File: src/design/hrhp_pkg.sv
// Shared types and constants for the HTTP request head parser.
// Holds state encodings, status and field codes, and byte-class helpers.
// No dependencies.
`default_nettype none

package hrhp_pkg;

	// Parse phase, one-hot
	typedef enum logic [3:0] {
		PH_LINE = 4'b0001,
		PH_HEAD = 4'b0010,
		PH_DONE = 4'b0100,
		PH_ERR  = 4'b1000
	} phase_t;

	// Request line states, one-hot
	typedef enum logic [13:0] {
		L_START        = 14'b00000000000001,
		L_METHOD       = 14'b00000000000010,
		L_AFTER_METHOD = 14'b00000000000100,
		L_SCHEMA       = 14'b00000000001000,
		L_SLASH1       = 14'b00000000010000,
		L_SLASH2       = 14'b00000000100000,
		L_HOST_START   = 14'b00000001000000,
		L_HOST         = 14'b00000010000000,
		L_COLON        = 14'b00000100000000,
		L_PORT         = 14'b00001000000000,
		L_URI          = 14'b00010000000000,
		L_AFTER_URI    = 14'b00100000000000,
		L_VERSION      = 14'b01000000000000,
		L_END          = 14'b10000000000000
	} line_state_t;

	// Header line states, one-hot
	typedef enum logic [5:0] {
		H_START      = 6'b000001,
		H_NAME       = 6'b000010,
		H_NAME_AFTER = 6'b000100,
		H_VALUE      = 6'b001000,
		H_ALMOST     = 6'b010000,
		H_END_R      = 6'b100000
	} header_state_t;

	// Result status codes
	typedef enum logic [2:0] {
		ST_NEED   = 3'd0,
		ST_LINE   = 3'd1,
		ST_HEADER = 3'd2,
		ST_DONE   = 3'd3,
		ST_ERROR  = 3'd4
	} status_t;

	// Closed field codes
	typedef enum logic [3:0] {
		F_NONE    = 4'd0,
		F_METHOD  = 4'd1,
		F_SCHEMA  = 4'd2,
		F_HOST    = 4'd3,
		F_PORT    = 4'd4,
		F_URI     = 4'd5,
		F_VERSION = 4'd6,
		F_NAME    = 4'd7,
		F_VALUE   = 4'd8
	} field_t;

	localparam int          FIELD_W        = 12;
	localparam int          MAX_SHORT_LEN  = 8;      // method and version limit
	localparam logic [11:0] MAX_URI_RESET  = 12'd1024;

	localparam logic [7:0] CH_SP     = 8'h20;
	localparam logic [7:0] CH_CR     = 8'h0d;
	localparam logic [7:0] CH_LF     = 8'h0a;
	localparam logic [7:0] CH_COLON  = 8'h3a;
	localparam logic [7:0] CH_SLASH  = 8'h2f;
	localparam logic [7:0] CH_DOT    = 8'h2e;
	localparam logic [7:0] CH_DASH   = 8'h2d;
	localparam logic [7:0] CH_USCORE = 8'h5f;
	localparam logic [7:0] PRINT_LO  = 8'd32;
	localparam logic [7:0] PRINT_HI  = 8'd126;

	function automatic logic is_upper(input logic [7:0] c);
		return (c >= 8'h41) && (c <= 8'h5a);
	endfunction

	function automatic logic is_lower(input logic [7:0] c);
		return (c >= 8'h61) && (c <= 8'h7a);
	endfunction

	function automatic logic is_digit(input logic [7:0] c);
		return (c >= 8'h30) && (c <= 8'h39);
	endfunction

	function automatic logic is_print(input logic [7:0] c);
		return (c >= PRINT_LO) && (c <= PRINT_HI);
	endfunction

	function automatic logic is_host_char(input logic [7:0] c);
		return is_lower(c) || is_upper(c) || is_digit(c) ||
			(c == CH_DOT) || (c == CH_DASH) || (c == CH_USCORE);
	endfunction

	function automatic logic is_version_char(input logic [7:0] c);
		return is_lower(c) || is_upper(c) || is_digit(c) ||
			(c == CH_SLASH) || (c == CH_DOT);
	endfunction

endpackage

`default_nettype wire

File: src/design/http_request_head_parser.sv
// HTTP request head parser: checks request line and header lines byte by byte.
// Depends on hrhp_pkg for state encodings, codes and byte classes.
//
// Usage: raw head bytes enter on the s_* stream, one byte per transfer, with
// s_tuser set on the first byte of each request (restarts parsing and clears
// a held error or a finished head). Every input transfer yields exactly one
// result transfer on m_*: parse status and, when a field closes on that byte,
// its code, start offset and length. cfg_we/cfg_wdata load the URI length
// limit; write it only while no bytes are in flight.
// Path: an input transfer passes through the input register, then the result
// register. Throughput: one byte per cycle while m_tready stays high; the
// per-byte state update is a single pass of logic between the two registers.
// Reset: pipeline empties, parser returns to the start of a request line,
// URI limit returns to 1024.
// Stall: while m_tready is low the result register holds; one more byte can
// still be taken into the input register, after which s_tready drops.
`default_nettype none

module http_request_head_parser #(
	parameter int HEAD_BUFFER_BYTES = 4096
) (
	input  wire         clk,
	input  wire         arst_n,
	// input byte stream
	input  wire         s_tvalid,
	output logic        s_tready,
	input  wire  [7:0]  s_tdata,   // [7:0] data_byte
	input  wire         s_tuser,   // [0] new_request
	// result stream
	output logic        m_tvalid,
	input  wire         m_tready,
	output logic [23:0] m_tdata,   // [11:0] field_start, [23:12] field_length
	output logic [6:0]  m_tuser,   // [2:0] parse_status, [6:3] field_id
	// URI length limit register
	input  wire         cfg_we,
	input  wire  [11:0] cfg_wdata
);

	localparam int PW = $clog2(HEAD_BUFFER_BYTES);
	localparam int EW = (PW > hrhp_pkg::FIELD_W) ? PW : hrhp_pkg::FIELD_W;
	localparam logic [PW-1:0] LAST_POS = PW'(HEAD_BUFFER_BYTES - 1);
	localparam logic [PW-1:0] SHORT_MAX = PW'(hrhp_pkg::MAX_SHORT_LEN);

	// input stage
	logic       in_valid_s1;
	logic [7:0] in_data_s1;
	logic       in_new_s1;

	// parser state
	hrhp_pkg::phase_t        phase_q;
	hrhp_pkg::line_state_t   line_q;
	hrhp_pkg::header_state_t head_q;
	logic [PW-1:0]           pos_q;
	logic [PW-1:0]           ofs_q;
	logic [11:0]             max_uri_q;

	// result stage
	logic                    out_valid_q;
	hrhp_pkg::status_t       status_q;
	hrhp_pkg::field_t        fid_q;
	logic [11:0]             start_q;
	logic [11:0]             len_q;

	logic advance;
	logic process;

	// next-state and result of the byte in the input stage
	hrhp_pkg::phase_t        ph, ph_n;
	hrhp_pkg::line_state_t   ls, ls_n;
	hrhp_pkg::header_state_t hs, hs_n;
	logic [PW-1:0]           pos, pos_n, ofs, ofs_n, f_start, diff, len_w;
	logic [EW-1:0]           start_ext, len_ext;
	hrhp_pkg::status_t       status;
	hrhp_pkg::field_t        fid;
	logic                    err;
	logic [11:0]             out_start, out_len;
	logic [7:0]              c;

	// handshake: result register frees the input stage
	assign advance  = !out_valid_q || m_tready;
	assign s_tready = !in_valid_s1 || advance;
	assign process  = in_valid_s1 && advance;

	// per-byte parse step
	always_comb begin
		c   = in_data_s1;
		ph  = in_new_s1 ? hrhp_pkg::PH_LINE : phase_q;
		ls  = in_new_s1 ? hrhp_pkg::L_START : line_q;
		hs  = in_new_s1 ? hrhp_pkg::H_START : head_q;
		pos = in_new_s1 ? '0 : pos_q;
		ofs = in_new_s1 ? '0 : ofs_q;

		ph_n    = ph;
		ls_n    = ls;
		hs_n    = hs;
		pos_n   = pos;
		ofs_n   = ofs;
		f_start = ofs;
		diff    = pos - ofs;
		status  = hrhp_pkg::ST_NEED;
		fid     = hrhp_pkg::F_NONE;
		err     = 1'b0;

		if (ph == hrhp_pkg::PH_ERR) begin
			status = hrhp_pkg::ST_ERROR;
		end else if (ph == hrhp_pkg::PH_DONE) begin
			status = hrhp_pkg::ST_DONE;
		end else if (ph == hrhp_pkg::PH_LINE) begin
			unique case (ls) inside
				hrhp_pkg::L_START: begin
					if (hrhp_pkg::is_upper(c)) begin
						ofs_n = pos;
						ls_n  = hrhp_pkg::L_METHOD;
					end
				end
				hrhp_pkg::L_METHOD: begin
					if (c == hrhp_pkg::CH_SP) begin
						fid = hrhp_pkg::F_METHOD;
						if (diff > SHORT_MAX) err = 1'b1;
						else ls_n = hrhp_pkg::L_AFTER_METHOD;
					end else if (!hrhp_pkg::is_upper(c)) begin
						err = 1'b1;
					end
				end
				hrhp_pkg::L_AFTER_METHOD: begin
					if (hrhp_pkg::is_lower(c)) begin
						ofs_n = pos;
						ls_n  = hrhp_pkg::L_SCHEMA;
					end else if (c == hrhp_pkg::CH_SLASH) begin
						ofs_n = pos;
						ls_n  = hrhp_pkg::L_URI;
					end else if (c != hrhp_pkg::CH_SP) begin
						err = 1'b1;
					end
				end
				hrhp_pkg::L_SCHEMA: begin
					if (c == hrhp_pkg::CH_COLON) begin
						fid  = hrhp_pkg::F_SCHEMA;
						ls_n = hrhp_pkg::L_SLASH1;
					end else if (!hrhp_pkg::is_lower(c)) begin
						err = 1'b1;
					end
				end
				hrhp_pkg::L_SLASH1: begin
					if (c == hrhp_pkg::CH_SLASH) ls_n = hrhp_pkg::L_SLASH2;
					else err = 1'b1;
				end
				hrhp_pkg::L_SLASH2: begin
					if (c == hrhp_pkg::CH_SLASH) ls_n = hrhp_pkg::L_HOST_START;
					else err = 1'b1;
				end
				hrhp_pkg::L_HOST_START, hrhp_pkg::L_HOST: begin
					// first host byte opens the field, even if it closes it
					if (ls == hrhp_pkg::L_HOST_START) begin
						f_start = pos;
						ofs_n   = pos;
						ls_n    = hrhp_pkg::L_HOST;
					end
					if (c == hrhp_pkg::CH_SLASH) begin
						fid   = hrhp_pkg::F_HOST;
						ls_n  = hrhp_pkg::L_URI;
						ofs_n = pos;
					end else if (c == hrhp_pkg::CH_COLON) begin
						fid  = hrhp_pkg::F_HOST;
						ls_n = hrhp_pkg::L_COLON;
					end else if (!hrhp_pkg::is_host_char(c)) begin
						err = 1'b1;
					end
				end
				hrhp_pkg::L_COLON: begin
					if (hrhp_pkg::is_digit(c)) begin
						ofs_n = pos;
						ls_n  = hrhp_pkg::L_PORT;
					end else begin
						err = 1'b1;
					end
				end
				hrhp_pkg::L_PORT: begin
					if (c == hrhp_pkg::CH_SP) begin
						fid  = hrhp_pkg::F_PORT;
						ls_n = hrhp_pkg::L_AFTER_URI;
					end else if (c == hrhp_pkg::CH_SLASH) begin
						fid   = hrhp_pkg::F_PORT;
						ls_n  = hrhp_pkg::L_URI;
						ofs_n = pos;
					end else if (!hrhp_pkg::is_digit(c)) begin
						err = 1'b1;
					end
				end
				hrhp_pkg::L_URI: begin
					if (c == hrhp_pkg::CH_SP) begin
						fid = hrhp_pkg::F_URI;
						if (EW'(diff) > EW'(max_uri_q)) err = 1'b1;
						else ls_n = hrhp_pkg::L_AFTER_URI;
					end
				end
				hrhp_pkg::L_AFTER_URI: begin
					if (hrhp_pkg::is_lower(c) || hrhp_pkg::is_upper(c)) begin
						ofs_n = pos;
						ls_n  = hrhp_pkg::L_VERSION;
					end else if (c != hrhp_pkg::CH_SP) begin
						err = 1'b1;
					end
				end
				hrhp_pkg::L_VERSION: begin
					if (diff > SHORT_MAX) begin
						err = 1'b1;
					end else if (c == hrhp_pkg::CH_CR) begin
						fid  = hrhp_pkg::F_VERSION;
						ls_n = hrhp_pkg::L_END;
					end else if (!hrhp_pkg::is_version_char(c)) begin
						err = 1'b1;
					end
				end
				default: begin
					// waiting for LF after the request line
					if (c == hrhp_pkg::CH_LF) begin
						status = hrhp_pkg::ST_LINE;
						ph_n   = hrhp_pkg::PH_HEAD;
						ls_n   = hrhp_pkg::L_START;
						hs_n   = hrhp_pkg::H_START;
					end else begin
						err = 1'b1;
					end
				end
			endcase
		end else begin
			unique case (hs) inside
				hrhp_pkg::H_START: begin
					if (c == hrhp_pkg::CH_CR) begin
						hs_n = hrhp_pkg::H_END_R;
					end else if (hrhp_pkg::is_print(c)) begin
						ofs_n = pos;
						hs_n  = hrhp_pkg::H_NAME;
					end else begin
						err = 1'b1;
					end
				end
				hrhp_pkg::H_NAME: begin
					if (c == hrhp_pkg::CH_COLON) begin
						fid  = hrhp_pkg::F_NAME;
						hs_n = hrhp_pkg::H_NAME_AFTER;
					end else if (!hrhp_pkg::is_print(c)) begin
						err = 1'b1;
					end
				end
				hrhp_pkg::H_NAME_AFTER, hrhp_pkg::H_VALUE: begin
					// skip spaces before the value; value may be empty
					if (!(hs == hrhp_pkg::H_NAME_AFTER && c == hrhp_pkg::CH_SP)) begin
						if (hs == hrhp_pkg::H_NAME_AFTER) begin
							ofs_n   = pos;
							f_start = pos;
							hs_n    = hrhp_pkg::H_VALUE;
						end
						if (c == hrhp_pkg::CH_CR) begin
							fid  = hrhp_pkg::F_VALUE;
							hs_n = hrhp_pkg::H_ALMOST;
						end
					end
				end
				hrhp_pkg::H_ALMOST: begin
					if (c == hrhp_pkg::CH_LF) begin
						status = hrhp_pkg::ST_HEADER;
						hs_n   = hrhp_pkg::H_START;
					end else begin
						err = 1'b1;
					end
				end
				default: begin
					// LF of the empty line ends the head
					if (c == hrhp_pkg::CH_LF) begin
						status = hrhp_pkg::ST_DONE;
						ph_n   = hrhp_pkg::PH_DONE;
						hs_n   = hrhp_pkg::H_START;
					end else begin
						err = 1'b1;
					end
				end
			endcase
		end

		// head must finish within the buffer
		if ((ph == hrhp_pkg::PH_LINE || ph == hrhp_pkg::PH_HEAD) && !err &&
			status != hrhp_pkg::ST_DONE && pos == LAST_POS) begin
			err = 1'b1;
		end

		if ((ph == hrhp_pkg::PH_LINE || ph == hrhp_pkg::PH_HEAD) && !err) begin
			pos_n = pos + 1'b1;
		end

		len_w     = pos - f_start;
		start_ext = EW'(f_start);
		len_ext   = EW'(len_w);
		out_start = start_ext[11:0];
		out_len   = len_ext[11:0];

		if (err) begin
			ph_n   = hrhp_pkg::PH_ERR;
			status = hrhp_pkg::ST_ERROR;
			fid    = hrhp_pkg::F_NONE;
		end
		if (fid == hrhp_pkg::F_NONE) begin
			out_start = '0;
			out_len   = '0;
		end
	end

	// input register
	always_ff @(posedge clk or negedge arst_n) begin
		if (!arst_n) begin
			in_valid_s1 <= 1'b0;
		end else if (s_tready) begin
			in_valid_s1 <= s_tvalid;
		end
	end

	always_ff @(posedge clk) begin
		if (s_tvalid && s_tready) begin
			in_data_s1 <= s_tdata;
			in_new_s1  <= s_tuser;
		end
	end

	// parser state and limit register
	always_ff @(posedge clk or negedge arst_n) begin
		if (!arst_n) begin
			phase_q   <= hrhp_pkg::PH_LINE;
			line_q    <= hrhp_pkg::L_START;
			head_q    <= hrhp_pkg::H_START;
			pos_q     <= '0;
			ofs_q     <= '0;
			max_uri_q <= hrhp_pkg::MAX_URI_RESET;
		end else begin
			if (cfg_we) begin
				max_uri_q <= cfg_wdata;
			end
			if (process) begin
				phase_q <= ph_n;
				line_q  <= ls_n;
				head_q  <= hs_n;
				pos_q   <= pos_n;
				ofs_q   <= ofs_n;
			end
		end
	end

	// result register
	always_ff @(posedge clk or negedge arst_n) begin
		if (!arst_n) begin
			out_valid_q <= 1'b0;
		end else if (advance) begin
			out_valid_q <= in_valid_s1;
		end
	end

	always_ff @(posedge clk) begin
		if (process) begin
			status_q <= status;
			fid_q    <= fid;
			start_q  <= out_start;
			len_q    <= out_len;
		end
	end

	assign m_tvalid = out_valid_q;
	assign m_tdata  = {len_q, start_q};
	assign m_tuser  = {fid_q, status_q};

endmodule

`default_nettype wire

File: config.mk
export PLATFORM = sky130hd
export DESIGN_NAME = http_request_head_parser
export DESIGN_NICKNAME = d
export VERILOG_FILES = /design/src/design/hrhp_pkg.sv /design/src/design/http_request_head_parser.sv
export SDC_FILE = /design/constraint.sdc
export NUM_CORES = 1
export LEC_CHECK = 0
export ABC_AREA = 1
export BUFFER_PORTS_ARGS = -buffer_cell sky130_fd_sc_hd__buf_2
export CORE_ASPECT_RATIO = 0.75
export CORE_MARGIN = 1.5
export CORE_UTILIZATION = 60
export CTS_BUF_LIST = sky130_fd_sc_hd__clkbuf_8
export CTS_CLUSTER_SIZE = 16
export DETAILED_ROUTE_END_ITERATION = 8
export PLACE_DENSITY = 0.84
export SLEW_MARGIN = 20
export SYNTH_ARGS = -nofsm -noshare
export SYNTH_HDL_FRONTEND = slang
export SYNTH_SLANG_ARGS = --single-unit
File: constraint.sdc
create_clock -name clk -period 7.2 [get_ports clk]
set_input_delay 1.44 -clock clk [delete_from_list [all_inputs] [get_ports clk]]
set_output_delay 1.44 -clock clk [all_outputs]
set_load 0.01 [all_outputs]
==> results_dict.tcl <==
set metrics [dict create \
    synth_ff_type "dfrtp_1" \
    grt_max_degree 64 \
    numCtsBuffers 9 \
    finalNonFillerCells 1587 \
    syn-instance-count 1340 \
    clkTransAtPathRegs_ns 0.11 \
    antenna_left 0 \
    netlist_area_um2 9020 \
    drive_gt1_share_pct 11.82 \
    yosys-top-cells-area "dfrtp_1, edfxtp_1, nand2_1" \
    max_slew_margin_pct 28.27 \
    die_area_um2 15790 \
    post_synth_num_cell_types 59 \
    synth_nets 1401 \
    place_congestion 1.003 \
    clk-insertion-delay-late_ns 0.41 \
    tightestPinTransition_ns 1.071 \
    core_area_um2 14600 \
    synth.most_common_cell "nand2_1" \
    io_pins 59 \
    initial_core_util_pct 61.79 \
    crit_path_start_kind "flop" \
    synth_seq_area_share_pct 30.57 \
    p_leak_nw 4.700 \
    nets 1443 \
    switching_power_mw 1.549 \
    register_area_um2 2758 \
    fill_cells 1362 \
    drt_pass1_iterations 6 \
    maxCapViolCount 0 \
    swShare_pct 50.44 \
    hold_viol 0 \
    combPwrFrac_pct 59.1 \
    setup_viol 0 \
    fin_area_um2 9678 \
    grt_util_all_layers_pct 36.07 \
    pwr-share-clk_pct 13.9 \
    htreeDepth 3 \
    cts_setup_buffers 0 \
    grt_pass1_vias 8751 \
    drt-total-wl_mm 27.55 \
    drcViolationCount 0 \
    die_y_um 109.2 \
    path_max_fanout 30 \
    critPathKind "reg -> reg" \
    ctsHoldBuffers 0 \
    fin_skew_ns 0.01166 \
    hold_depth 2 \
    antenna_cells 0 \
    postSynth.asyncResetShare_pct 60.78 \
    yosys-top-cells-count "nand2_1, inv_1, nor2_1" \
    drtIter0Drc 1249 \
    crit_required_ns 7.50 \
    root_buffer "clkbuf_8" \
    hold_class "reg -> reg" \
    p_int_mw 1.522 \
    setup_slack_ns 1.788 \
    portBuffers 58 \
    cp-end-kind "flop" \
    fmax_mhz 184.8 \
    grt_pass1_wl_mm 43.79 \
    syn_to_final_growth_pct 7.296 \
    clock_sinks 102 \
    fin_crit_sh_pct 75.17 \
    cts.path.max_buffers 2 \
    vias 9653 \
    synth_area_leader_cell "dfrtp_1" \
    rsz0062_at_grt "no" \
    p_per_area_nw_per_um2 317.3 \
    dpl.cell_count 1571 \
    synth_enable_flop_cells 40 \
    synth_warnings 0 \
    post-place-ws_ns 1.976 \
    cts_tree "built" \
    antenna_found_initial 0 \
    seqPwrFrac_pct 27.0 \
    cts_resized 0 \
    vias_per_cell 6.083 \
    post_drt_wl_per_cell_um 17.36 \
    final_util_pct 66.30 \
    vdd_ir_drop_max_mv 0.1997 \
    crit_arrival_ns 5.72 \
    std_cell_rows 38 \
    r2r_cells 27 \
    slew_viol_final 0 \
    syn_avg_cell_area_um2 6.731 \
    ys_seq_elements 102 \
    status "completed" \
    dp_hpwl_mm 20.32 \
    die-width_um 144.6 \
    grt_remaining_overflow 0 \
    multi_input_area_um2 5305 \
    detailed_place.area_um2 9450 \
    synth_top_area_share_pct 16.09 \
    ff2ff_setup_slack_ns 1.79 \
    setup-tns-final_ns 0 \
    layout_min_cycle_time_ns 5.412 \
]
[critical path, cell delays in order (launching register included)]
cell and delay (ns):
edfxtp_1 0.59, inv_2 0.60, nand2_1 0.35, inv_1 0.28
ha_1 0.34, a21oi_1 0.22, nand2_1 0.16, nand2_1 0.12
nand2_1 0.07, nand2_1 0.09, nand2_1 0.05, nand2_1 0.07
nand2_1 0.08, ha_1 0.31, nand4_1 0.12, nor3_1 0.20
nand3_1 0.10, nand2_1 0.12, inv_1 0.07, a22oi_1 0.17
nand2_1 0.08, nor2_1 0.13, nand3_2 0.15, nand2_4 0.12
nand2_4 0.11, nor2_4 0.27, nand3_1 0.14, xor2_1 0.18
[placed cells by master (no fill, tap or decap), types with 6 or more instances in the layout]
cell type and instances:
o2111ai_1 6, nand2_2 9, a21oi_1 88, nor2_2 23, clkbuf_8 9, ha_1 33, nand2_1 269, o21ai_0 109
nand4_1 33, nand3_1 94, nor2_1 153, inv_2 13, inv_1 182, o211ai_1 13, o21ai_1 10, a22oi_1 11
buf_4 12, xor2_1 20, nor2_4 8, o22ai_1 16, nand3_2 6, a31oi_1 7, dfrtp_1 58, nor3_1 30
edfxtp_1 40, buf_2 58
[power groups by stage]
stage | clock network [mW] | registers, mW | logic (mW)
after global routing | 0.454 | 0.845 | 2.01
after global placement | 0 | 0.837 | 1.72
after floorplan | 0 | 0.853 | 1.30
after CTS | 0.433 | 0.829 | 1.76
final | 0.427 | 0.830 | 1.81
after detailed placement | 0 | 0.840 | 1.75
[worst paths after layout]
kind,from,endpoint
max,in_new_s1$_DFFE_PP_,pos_q[4]$_DFFE_PN0P_
min,pos_q[5]$_DFFE_PN0P_,pos_q[5]$_DFFE_PN0P_
max reg2reg,in_new_s1$_DFFE_PP_,pos_q[4]$_DFFE_PN0P_
min reg2reg,pos_q[5]$_DFFE_PN0P_,pos_q[5]$_DFFE_PN0P_
max in group asynchronous,arst_n,phase_q[2]$_DFFE_PN0P_
min in group asynchronous,arst_n,max_uri_q[1]$_DFFE_PN0P_
[per-layer routing]
layer	GRT usage, %	wire length [um]	up-vias
li1	-	-	4598
met1	50.32	11580	4382
met2	53.66	11610	604
met3	9.794	3660	69
met4	12.91	695	0
met5	0	0	-
[through the flow]
step	hold WS, ns	power (mW)
after floorplan	0.4481	2.152
after CTS	0.4950	3.024
final	0.4909	3.071
after global placement	0.4593	2.559
after detailed placement	0.4683	2.593
after global routing	0.5134	3.309
[layout make-up]
cell class,instances,area share (%)
multi-input cells,998,54.82
flip-flops and latches,102,28.49
inverters,201,7.822
repair buffers,70,3.930
well taps,200,2.586
clock buffers,9,1.280
clock inverters,7,1.073
[sequential cells by signal, indices dropped and copies added (netlist names), 6 cells and up]
signal / count
ofs_q: 12
len_q: 12
c: 8
max_uri_q: 12
head_q: 6
start_q: 12
pos_q: 12
line_q: 14
[cells by family (layout without fill, tap and decap cells)]
| logic type | Yosys count | count (layout) | synth area share [%] |
|---|---|---|---|
| flip-flops | 102 | 102 | 30.57 |
| AND/OR/NAND/NOR | 646 | 646 | 32.71 |
| AO/OA/AOI/OAI | 294 | 294 | 18.82 |
| multiplexers | 1 | 1 | 0.1248 |
| adder cells (fa/ha/maj) | 35 | 35 | 5.022 |
| XOR/XNOR | 22 | 22 | 2.136 |
| buffers and inverters | 240 | 287 | 10.61 |
(Power assumes the default switching activity.)
